[src/rccd_pkg.sv]
// Shared definitions for the conjugated complex dot product block.
// Holds default widths, the lane operation code and the lane control bundle.
package rccd_pkg;

  localparam int unsigned SampleWidthDef = 16;
  localparam int unsigned AccWidthDef    = 48;

  typedef enum logic {
    LANE_ADD = 1'b0,
    LANE_SUB = 1'b1
  } lane_op_e;

  typedef struct packed {
    logic step;
    logic clear;
  } lane_ctrl_t;

endpackage

[src/rccd_cmul.sv]
// Complex product stage: four signed sample products, registered.
// Depends on rccd_pkg for width defaults.
module rccd_cmul import rccd_pkg::*; #(
  parameter int unsigned SAMPLE_WIDTH = SampleWidthDef
) (
  input  logic                              clk_i,
  input  logic                              en_i,
  input  logic signed [SAMPLE_WIDTH-1:0]    x_real_i,
  input  logic signed [SAMPLE_WIDTH-1:0]    x_imag_i,
  input  logic signed [SAMPLE_WIDTH-1:0]    y_real_i,
  input  logic signed [SAMPLE_WIDTH-1:0]    y_imag_i,
  output logic signed [2*SAMPLE_WIDTH-1:0]  p_rr1_o,
  output logic signed [2*SAMPLE_WIDTH-1:0]  p_rr2_o,
  output logic signed [2*SAMPLE_WIDTH-1:0]  p_ri1_o,
  output logic signed [2*SAMPLE_WIDTH-1:0]  p_ri2_o
);

  localparam int unsigned ProdWidth = 2 * SAMPLE_WIDTH;

  logic signed [ProdWidth-1:0] rr1_d, rr2_d, ri1_d, ri2_d;
  logic signed [ProdWidth-1:0] rr1_q, rr2_q, ri1_q, ri2_q;

  assign rr1_d = x_real_i * y_real_i;
  assign rr2_d = x_imag_i * y_imag_i;
  assign ri1_d = x_real_i * y_imag_i;
  assign ri2_d = x_imag_i * y_real_i;

  always_ff @(posedge clk_i) begin
    if (en_i) begin
      rr1_q <= rr1_d;
      rr2_q <= rr2_d;
      ri1_q <= ri1_d;
      ri2_q <= ri2_d;
    end
  end

  assign p_rr1_o = rr1_q;
  assign p_rr2_o = rr2_q;
  assign p_ri1_o = ri1_q;
  assign p_ri2_o = ri2_q;

endmodule

[src/rccd_sat_acc.sv]
// One saturating accumulator component: acc + a +/- b, clipped to ACC_WIDTH.
// Depends on rccd_pkg for the lane operation code and control bundle.
module rccd_sat_acc import rccd_pkg::*; #(
  parameter int unsigned SAMPLE_WIDTH = SampleWidthDef,
  parameter int unsigned ACC_WIDTH    = AccWidthDef
) (
  input  logic                              clk_i,
  input  logic                              rst_ni,
  input  lane_ctrl_t                        ctrl_i,
  input  lane_op_e                          op_i,
  input  logic signed [2*SAMPLE_WIDTH-1:0]  p_a_i,
  input  logic signed [2*SAMPLE_WIDTH-1:0]  p_b_i,
  output logic signed [ACC_WIDTH-1:0]       sum_o,
  output logic                              clip_o,
  output logic signed [ACC_WIDTH-1:0]       acc_o
);

  localparam int unsigned ProdWidth = 2 * SAMPLE_WIDTH;
  localparam int unsigned SumWidth  = ((ACC_WIDTH > ProdWidth) ? ACC_WIDTH : ProdWidth) + 2;

  localparam logic signed [ACC_WIDTH-1:0] AccMax = {1'b0, {(ACC_WIDTH-1){1'b1}}};
  localparam logic signed [ACC_WIDTH-1:0] AccMin = {1'b1, {(ACC_WIDTH-1){1'b0}}};

  logic signed [ACC_WIDTH-1:0] acc_d, acc_q;
  logic signed [SumWidth-1:0]  ext_acc, ext_a, ext_b, term_b, total;
  logic [SumWidth-ACC_WIDTH:0] top_bits;
  logic                        fits;

  assign ext_acc = {{(SumWidth-ACC_WIDTH){acc_q[ACC_WIDTH-1]}}, acc_q};
  assign ext_a   = {{(SumWidth-ProdWidth){p_a_i[ProdWidth-1]}}, p_a_i};
  assign ext_b   = {{(SumWidth-ProdWidth){p_b_i[ProdWidth-1]}}, p_b_i};

  always_comb begin
    case (op_i)
      LANE_SUB: term_b = -ext_b;
      default:  term_b = ext_b;
    endcase
  end

  assign total    = ext_acc + ext_a + term_b;
  assign top_bits = total[SumWidth-1:ACC_WIDTH-1];
  assign fits     = (&top_bits) | ~(|top_bits);

  always_comb begin
    if (fits) begin
      sum_o = total[ACC_WIDTH-1:0];
    end else if (total[SumWidth-1]) begin
      sum_o = AccMin;
    end else begin
      sum_o = AccMax;
    end
  end

  assign clip_o = ~fits;

  always_comb begin
    acc_d = acc_q;
    if (ctrl_i.step) begin
      acc_d = ctrl_i.clear ? '0 : sum_o;
    end
  end

  always_ff @(posedge clk_i or negedge rst_ni) begin
    if (!rst_ni) begin
      acc_q <= '0;
    end else begin
      acc_q <= acc_d;
    end
  end

  assign acc_o = acc_q;

endmodule

[src/redundant_complex_conj_dot.sv]
// Top level of the conjugated complex dot product with duplicated accumulators.
// Depends on rccd_pkg, rccd_cmul and rccd_sat_acc.
//
// Input channel: one element pair (x, y) per request, with last and
// empty_vector markers; in_valid_i / in_stall_o. Output channel: one result
// per vector; out_valid_o / out_stall_i. Each element adds conj(x)*y to two
// copies of a complex accumulator that saturate to ACC_WIDTH bits. The
// request marked last returns the sum (zero and mismatch if the copies
// differ); an empty_vector request returns zero and clears the partial sums.
// A result moves through the input, products, result and output registers in
// order. Throughput: one request per cycle while in_stall_o is low, set by
// the saturating add of each accumulator lane. Four pipeline stages (input,
// products, result, output) each hold one request, so requests that produce
// no result keep flowing while a result waits behind a stalled receiver; the
// input stalls only once every stage ahead of it is occupied.
// Reset empties the pipeline and clears both accumulator copies and the
// clip flag; the block is ready on the first cycle after reset.
module redundant_complex_conj_dot import rccd_pkg::*; #(
  parameter int unsigned SAMPLE_WIDTH = SampleWidthDef,
  parameter int unsigned ACC_WIDTH    = AccWidthDef
) (
  input  logic                           clk_i,
  input  logic                           rst_ni,
  input  logic                           in_valid_i,
  output logic                           in_stall_o,
  input  logic signed [SAMPLE_WIDTH-1:0] x_real_i,
  input  logic signed [SAMPLE_WIDTH-1:0] x_imag_i,
  input  logic signed [SAMPLE_WIDTH-1:0] y_real_i,
  input  logic signed [SAMPLE_WIDTH-1:0] y_imag_i,
  input  logic                           last_i,
  input  logic                           empty_vector_i,
  output logic                           out_valid_o,
  input  logic                           out_stall_i,
  output logic signed [ACC_WIDTH-1:0]    sum_real_o,
  output logic signed [ACC_WIDTH-1:0]    sum_imag_o,
  output logic                           mismatch_o,
  output logic                           saturated_o
);

  localparam int unsigned ProdWidth = 2 * SAMPLE_WIDTH;

  logic v1_q, v2_q, v3_q, v4_q;
  logic r1, r2, r3, r4, fire2, res2, accept;

  logic signed [SAMPLE_WIDTH-1:0] xr1_q, xi1_q, yr1_q, yi1_q;
  logic                           last1_q, emp1_q, last2_q, emp2_q;

  logic signed [ProdWidth-1:0] p_rr1, p_rr2, p_ri1, p_ri2;

  lane_ctrl_t                  lane_ctrl;
  logic signed [ACC_WIDTH-1:0] sum_ar, sum_ai, sum_br, sum_bi;
  logic signed [ACC_WIDTH-1:0] acc_ar, acc_ai, acc_br, acc_bi;
  logic                        clip_ar, clip_ai, clip_br, clip_bi, clip_now;
  logic                        clip_seen_d, clip_seen_q;

  logic signed [ACC_WIDTH-1:0] fin_ar_q, fin_ai_q, fin_br_q, fin_bi_q;
  logic                        fin_clip_q;

  logic signed [ACC_WIDTH-1:0] sum_real_q, sum_imag_q;
  logic                        mism_d, mism_q, sat_q;

  assign r4     = ~v4_q | ~out_stall_i;
  assign r3     = ~v3_q | r4;
  assign res2   = last2_q | emp2_q;
  assign fire2  = v2_q & (~res2 | r3);
  assign r2     = ~v2_q | fire2;
  assign r1     = ~v1_q | r2;
  assign accept = in_valid_i & r1;

  assign in_stall_o = ~r1;

  always_ff @(posedge clk_i or negedge rst_ni) begin
    if (!rst_ni) begin
      v1_q <= 1'b0;
      v2_q <= 1'b0;
      v3_q <= 1'b0;
      v4_q <= 1'b0;
    end else begin
      if (r1) begin
        v1_q <= in_valid_i;
      end
      if (r2) begin
        v2_q <= v1_q;
      end
      if (r3) begin
        v3_q <= fire2 & res2;
      end
      if (r4) begin
        v4_q <= v3_q;
      end
    end
  end

  always_ff @(posedge clk_i) begin
    if (accept) begin
      xr1_q   <= x_real_i;
      xi1_q   <= x_imag_i;
      yr1_q   <= y_real_i;
      yi1_q   <= y_imag_i;
      last1_q <= last_i;
      emp1_q  <= empty_vector_i;
    end
    if (v1_q && r2) begin
      last2_q <= last1_q;
      emp2_q  <= emp1_q;
    end
  end

  rccd_cmul #(
    .SAMPLE_WIDTH(SAMPLE_WIDTH)
  ) u_cmul (
    .clk_i   (clk_i),
    .en_i    (v1_q & r2),
    .x_real_i(xr1_q),
    .x_imag_i(xi1_q),
    .y_real_i(yr1_q),
    .y_imag_i(yi1_q),
    .p_rr1_o (p_rr1),
    .p_rr2_o (p_rr2),
    .p_ri1_o (p_ri1),
    .p_ri2_o (p_ri2)
  );

  assign lane_ctrl.step  = fire2;
  assign lane_ctrl.clear = res2;

  rccd_sat_acc #(
    .SAMPLE_WIDTH(SAMPLE_WIDTH),
    .ACC_WIDTH   (ACC_WIDTH)
  ) u_acc_a_real (
    .clk_i (clk_i),
    .rst_ni(rst_ni),
    .ctrl_i(lane_ctrl),
    .op_i  (LANE_ADD),
    .p_a_i (p_rr1),
    .p_b_i (p_rr2),
    .sum_o (sum_ar),
    .clip_o(clip_ar),
    .acc_o (acc_ar)
  );

  rccd_sat_acc #(
    .SAMPLE_WIDTH(SAMPLE_WIDTH),
    .ACC_WIDTH   (ACC_WIDTH)
  ) u_acc_a_imag (
    .clk_i (clk_i),
    .rst_ni(rst_ni),
    .ctrl_i(lane_ctrl),
    .op_i  (LANE_SUB),
    .p_a_i (p_ri1),
    .p_b_i (p_ri2),
    .sum_o (sum_ai),
    .clip_o(clip_ai),
    .acc_o (acc_ai)
  );

  rccd_sat_acc #(
    .SAMPLE_WIDTH(SAMPLE_WIDTH),
    .ACC_WIDTH   (ACC_WIDTH)
  ) u_acc_b_real (
    .clk_i (clk_i),
    .rst_ni(rst_ni),
    .ctrl_i(lane_ctrl),
    .op_i  (LANE_ADD),
    .p_a_i (p_rr1),
    .p_b_i (p_rr2),
    .sum_o (sum_br),
    .clip_o(clip_br),
    .acc_o (acc_br)
  );

  rccd_sat_acc #(
    .SAMPLE_WIDTH(SAMPLE_WIDTH),
    .ACC_WIDTH   (ACC_WIDTH)
  ) u_acc_b_imag (
    .clk_i (clk_i),
    .rst_ni(rst_ni),
    .ctrl_i(lane_ctrl),
    .op_i  (LANE_SUB),
    .p_a_i (p_ri1),
    .p_b_i (p_ri2),
    .sum_o (sum_bi),
    .clip_o(clip_bi),
    .acc_o (acc_bi)
  );

  assign clip_now = (clip_ar | clip_ai | clip_br | clip_bi) & ~emp2_q;

  always_comb begin
    clip_seen_d = clip_seen_q;
    if (fire2) begin
      clip_seen_d = res2 ? 1'b0 : (clip_seen_q | clip_now);
    end
  end

  always_ff @(posedge clk_i or negedge rst_ni) begin
    if (!rst_ni) begin
      clip_seen_q <= 1'b0;
    end else begin
      clip_seen_q <= clip_seen_d;
    end
  end

  // capture the finished vector; an empty vector yields a clean zero
  always_ff @(posedge clk_i) begin
    if (fire2 && res2) begin
      if (emp2_q) begin
        fin_ar_q   <= '0;
        fin_ai_q   <= '0;
        fin_br_q   <= '0;
        fin_bi_q   <= '0;
        fin_clip_q <= 1'b0;
      end else begin
        fin_ar_q   <= sum_ar;
        fin_ai_q   <= sum_ai;
        fin_br_q   <= sum_br;
        fin_bi_q   <= sum_bi;
        fin_clip_q <= clip_seen_q | clip_now;
      end
    end
  end

  assign mism_d = (fin_ar_q != fin_br_q) || (fin_ai_q != fin_bi_q);

  always_ff @(posedge clk_i) begin
    if (v3_q && r4) begin
      sum_real_q <= mism_d ? '0 : fin_ar_q;
      sum_imag_q <= mism_d ? '0 : fin_ai_q;
      mism_q     <= mism_d;
      sat_q      <= fin_clip_q;
    end
  end

  assign out_valid_o = v4_q;
  assign sum_real_o  = sum_real_q;
  assign sum_imag_o  = sum_imag_q;
  assign mismatch_o  = mism_q;
  assign saturated_o = sat_q;

`ifndef SYNTHESIS
  assert property (@(posedge clk_i) disable iff (!rst_ni)
    (acc_ar == acc_br) && (acc_ai == acc_bi))
    else $error("redundant accumulator copies diverged");

  assert property (@(posedge clk_i) disable iff (!rst_ni)
    fire2 && res2 |=> v3_q && (acc_ar == '0) && (acc_ai == '0) && !clip_seen_q)
    else $error("vector end did not clear accumulators or queue a result");

  assert property (@(posedge clk_i) disable iff (!rst_ni)
    fire2 && emp2_q |=> (fin_ar_q == '0) && (fin_ai_q == '0) && !fin_clip_q)
    else $error("empty vector produced a non-zero result");
`endif

endmodule
[config.mk]
export PLATFORM = sky130hd
export DESIGN_NAME = redundant_complex_conj_dot
export DESIGN_NICKNAME = d
export VERILOG_FILES = /design/src/rccd_pkg.sv /design/src/rccd_cmul.sv /design/src/rccd_sat_acc.sv /design/src/redundant_complex_conj_dot.sv
export SDC_FILE = /design/constraint.sdc
export NUM_CORES = 2
export LEC_CHECK = 0
export ABC_AREA = 1
export BUFFER_PORTS_ARGS = -buffer_cell sky130_fd_sc_hd__buf_2
export CORE_ASPECT_RATIO = 0.9
export CORE_MARGIN = 2
export CORE_UTILIZATION = 55
export CTS_CLUSTER_SIZE = 12
export DETAILED_ROUTE_END_ITERATION = 7
export HOLD_SLACK_MARGIN = 0.15
export PLACE_DENSITY = 0.74
export SETUP_SLACK_MARGIN = 0.15
export SLEW_MARGIN = 15
export SYNTH_ARGS = -nofsm -noshare
export SYNTH_HDL_FRONTEND = slang
export SYNTH_SLANG_ARGS = --single-unit
[constraint.sdc]
create_clock -name clk_i -period 6.2 [get_ports clk_i]
set_input_delay 0.31 -clock clk_i [delete_from_list [all_inputs] [get_ports clk_i]]
set_output_delay 0.31 -clock clk_i [all_outputs]
set_load 0.02 [all_outputs]
; After elaboration in Yosys (flattened, before gate mapping)
; Cells that the tools add are included.
[totals]
reg_bits = 684
latchBits = 0
mem_bits_rw = 0
mem_bits_ro = 0
output_inout_bits = 100
memories = 0
[classes]
n_addsub = 9
mul = 4
n_div = 0
magnitude_cmp = 0
eq_ne = 2
n_shift = 0
n_mux = 13
bitwise_logic = 35
n_reduce_logical = 12
[op_table]
columns = operator, count
row1 = $mux W48, 12
row2 = $add A48 B32 Y49, 4
row3 = $mul A16 B16 Y32, 4
row4 = $add A49 B32 Y50, 2
row5 = $add A50 B50 Y50, 2
row6 = $ne A48 B48 Y1, 2
row7 = $neg A32 Y50, 1
row8 = $not A1 Y1, 16
row9 = $or A1 B1 Y1, 14
row10 = $reduce_and A3 Y1, 4
row11 = $reduce_or A3 Y1, 4
row12 = $and A1 B1 Y1, 5
row13 = $logic_and A1 B1 Y1, 3
row14 = $logic_or A1 B1 Y1, 1
row15 = $mux W1, 1

; Depth between registers and ports, before layout
[depth]
depth_word = 12
mapped_depth = 38
ltp_nobuf = 37

; By module
; A second synthesis with hierarchy kept.
[hier_totals]
hier_cells = 12560
hier_area_um2 = 94205.4
[by_module_without_submodules]
columns = mod, n_inst, cells_each, area_per_inst_um2, seq_area_each_um2
row1 = rccd_cmul, 1, 6053, 47211.5, 3843.7
row2 = rccd_sat_acc (u_acc_a_imag ...), 3, 1276, 8071.5, 1201.2
row3 = redundant_complex_conj_dot, 1, 1400, 14973.1, 10905.5
row4 = rccd_sat_acc (u_acc_b_real), 1, 1279, 7806.2, 1201.2

; Least setup slack after synthesis
; OpenSTA, ideal clock, no wires.
[synth_path]
path_type = reg2reg
startpoint = register xr1_q[15]
endpoint = register u_cmul.ri1_q[29], in the netlist u_cmul.p_ri1_o[29] (data pin)
setup_ns = 0.262
arrival_time_ns = 5.617
required_time_ns = 5.938
slack_ns = 0.321
stages_incl_launch_ff = 23
n_path_buf = 1
path_cell_list = edfxtp_1 > clkbuf_1 > nand2_1 > inv_1 > fa_1 > inv_1 > fa_1 > fa_1 > fa_1 > fa_1 > fa_1 > inv_1 > ha_1 > nand4_1 > nor3_1 > nand4_1 > nand3_1 > nand3_1 > nand2_1 > a31oi_1 > o21ai_0 > a21oi_1 > xor2_1
[synth_via]
elab_chain_len = 1
[synth_lines]
columns = element, line_no
row1 = from (decl), redundant_complex_conj_dot.sv:45  ; logic signed [SAMPLE_WIDTH-1:0] xr1_q, xi1_q, yr1_q, yi1_q;
row2 = from (signal assigned), redundant_complex_conj_dot.sv:96  ; xr1_q <= x_real_i;
row3 = $mul A16 B16 Y32, rccd_cmul.sv:25  ; assign ri1_d = x_real_i * y_imag_i;
row4 = named net u_cmul.ri1_d[29], rccd_cmul.sv:20  ; logic signed [ProdWidth-1:0] rr1_d, rr2_d, ri1_d, ri2_d;
row5 = to (signal assigned), rccd_cmul.sv:32  ; ri1_q <= ri1_d;
row6 = to (decl), rccd_cmul.sv:21  ; logic signed [ProdWidth-1:0] rr1_q, rr2_q, ri1_q, ri2_q;
; The timed path passes the listed nets, and every way through them passes these cells.
; A chain may end at the register's enable or synchronous reset.

; Worst setup path after layout
[layout_path]
startpoint = register yi1_q[1]
endpoint = register u_cmul.ri1_q[29], in the netlist u_cmul.p_ri1_o[29] (data pin)
[layout_via]
elab_chain_len = 1
[layout_lines]
columns = element, line_no
row1 = from (decl), redundant_complex_conj_dot.sv:45
row2 = from (signal assigned), redundant_complex_conj_dot.sv:99  ; yi1_q <= y_imag_i;
row3 = $mul A16 B16 Y32, rccd_cmul.sv:25
row4 = named net u_cmul.ri1_d[29], rccd_cmul.sv:20
; The timed path passes the listed nets, and every way through them passes these cells.

==> metrics.txt <==
share of the synthesized area in the top cell type=26.9%; layout cells sized above 1=9.89%; Area Growth Syn to Fin=12.7%; largest cells by area after synthesis=fa_1, edfxtp_1, nand2_1; H-tree levels=3; outcome=finished clean; syn nets=12100; critical path data arrival time=6.54 ns; pin slew with the least headroom to its limit=1.34 ns; Core Region=155000 µm²; CTS Sinks=684; post-DP HPWL=225000 µm; clock root buffer=clkbuf_16; die width=420 µm; floorplan row count=137; # port buffers=169; reg2reg path depth=22; max_cap viols=0; Vias=71200; sequential area share after synthesis=22.9%; DR DRC count=0; n_diodes=0; Setup crit end kind=flip-flop; clock slew at the register clock pins of the worst setup and hold paths=0.07 ns; Worst Hold Class=input pin to asynchronous set/reset pin; synthesized area=85500 µm²; total track usage=35.3%; post-synth cell types=67; setup TNS=0 ns; # setup viols final=0; commonest non-fill, non-tap cell in the layout=nand2_1; Mapped Cells=10200; crit share post-route=98.0%; pin count of the biggest net entering global routing=170; chip height=378 µm; vias per inst=5.55; nets=12500; total die area=159000 µm²; Top FF cell, synth=edfxtp_1; Layout Skew=0.0448 ns; first-pass iteration count of the detailed router=7; Yosys reg bits=684; Hold WS=0.179 ns; initial core utilization=55.3%; Initial DRC Count=6775; CTS tree=built; final global-route overflow total=0; wire per inst=21.9 µm; Max Slew Vio Count=0; slack of the critical path=0.125 ns; Rel. slew slack=10.8%; dpl ws=-0.106 ns; commonest cells after routing, fill and taps aside=nand2_1, inv_1, fa_1, nor2_1, ha_1; Boundary Pins=170; Max FO, Critical Path=4; CTS Buf Count=84; reg2reg setup slack=0.12 ns; vias in the first global route=71900; Routability Congestion=1.05; Final Hold Fails=0; CP Class=flip-flop to flip-flop; CP Launch Type=flip-flop; Synthesis Warnings=0; Final ANT Viol Nets=0; Post-synth EDFFs=487; Avg Cell Area, Syn=8.37 µm²; initial antenna violation count=4; first-pass GRT wire length=423000 µm; Clk Latency, worst-skew pair=0.74 ns; final WL=281000 µm; area leader, netlist=fa_1; Synth async-reset ratio=28.8%; RSZ-0062 raised after global routing=yes; post-route minimum period=6.08 ns; Req. time, crit path=6.66 ns; Achievable Freq=165 MHz; CTS max path bufs=3
## worst max-delay path, cell delays in order, from the launching register on
cell and delay [ns]:
edfxtp_1 0.45, buf_4 0.18, nand2_2 0.09, inv_1 0.09
fa_2 0.62, inv_2 0.08, fa_1 0.47, fa_1 0.52
fa_1 0.52, fa_1 0.49, inv_1 0.05, fa_1 0.43
ha_1 0.34, nand4_1 0.23, nor3_4 0.27, nand4_1 0.16
nand3_2 0.11, nand3_1 0.08, nand2_2 0.10, a31oi_4 0.09
o21ai_2 0.19, a21oi_2 0.08, xor2_1 0.15
## cell families after synthesis
family | Yosys count | synth area share, %
and+or+nand+nor | 3462 | 16.2
buffers and inverters | 2469 | 11.1
adders and majority gates | 1769 | 36.0
AOI/OAI and AO/OA | 1340 | 8.74
DFF | 684 | 22.9
xor gates and xnor gates | 499 | 5.11
## Yosys cell counts (10+ instances only)
cell / number
o21ai_2: 33
o21a_1: 34
a21o_1: 30
a21oi_1: 532
xnor2_1: 185
fa_1: 1150
nor2_1: 777
clkbuf_1: 264
nor4_1: 37
buf_2: 12
nand2_4: 13
ha_1: 619
o211ai_1: 16
o31ai_1: 14
nand4_1: 51
o22ai_1: 13
o21ai_0: 372
o21bai_1: 31
a31oi_1: 65
inv_2: 10
nor3_1: 42
edfxtp_1: 487
dfrtp_1: 197
nand2_1: 2317
inv_1: 2152
a21boi_0: 16
xor2_1: 314
o21ai_1: 133
nand2_2: 17
nand3_1: 156
buf_6: 14
a221oi_1: 10
## layout make-up
cell class              instances  area, µm²
repair buffers                665       5730
well taps                    2085       2610
fillers                     13400      58200
clock inverters                46        553
multi-input cells            7070      57600
inverters                    2164       8150
flip-flops and latches        684      19600
clock buffers                 109       2240
## path summary, 6_finish.rpt
kind / start / end
worst max-delay path: yi1_q[1] / u_cmul.p_ri1_o[29]
worst min-delay path: rst_ni / u_acc_a_imag.acc_o[46]
worst max register to register: yi1_q[1] / u_cmul.p_ri1_o[29]
worst min register to register: emp1_q / emp2_q
max in group asynchronous: rst_ni / u_acc_a_real.acc_o[8]
min in group clk_i: x_real_i[7] / xr1_q[7]
## routing by layer
metal,vias to the layer above,GRT usage [%],part of all wire (%)
met5,-,0,0.0096
met4,4,16.1,5.6
met3,590,6.09,8.8
met2,3239,55.3,45
met1,34800,48.2,41
li1,32500,-,-
## flip-flops by register name, indices dropped and copies added, names as in the netlist, 48 cells and up
name,count
fin_ai_q,48
fin_ar_q,48
fin_bi_q,48
fin_br_q,48
sum_imag_o,48
sum_real_o,48
u_acc_a_imag.acc_o,48
u_acc_a_real.acc_o,48
u_acc_b_imag.acc_o,48
u_acc_b_real.acc_o,48
## metrics by stage
stage | utilization (%) | cells | instance area, µm²
6_report | 62.4 | 12800 | 96400
5_1_grt | 62.4 | 12800 | 96400
4_1_cts | 61.2 | 12800 | 94600
3_5_place_dp | 58.8 | 12500 | 90900
3_3_place_gp | 58.8 | 12500 | 90900
2_1_floorplan | - | 10200 | 85500
## timing repair
item,CTS,global route
endpoints found under the setup margin,16,210
pin swaps,3,97
setup buffers,19,60
gates cloned,0,9
hold buffers,69,0
hold endpoints to repair,141,0
resized for setup,22,262
Power is left out: the tool's default activity adds up to more than one toggle a clock period on the data nets, which glitch-free logic cannot reach.
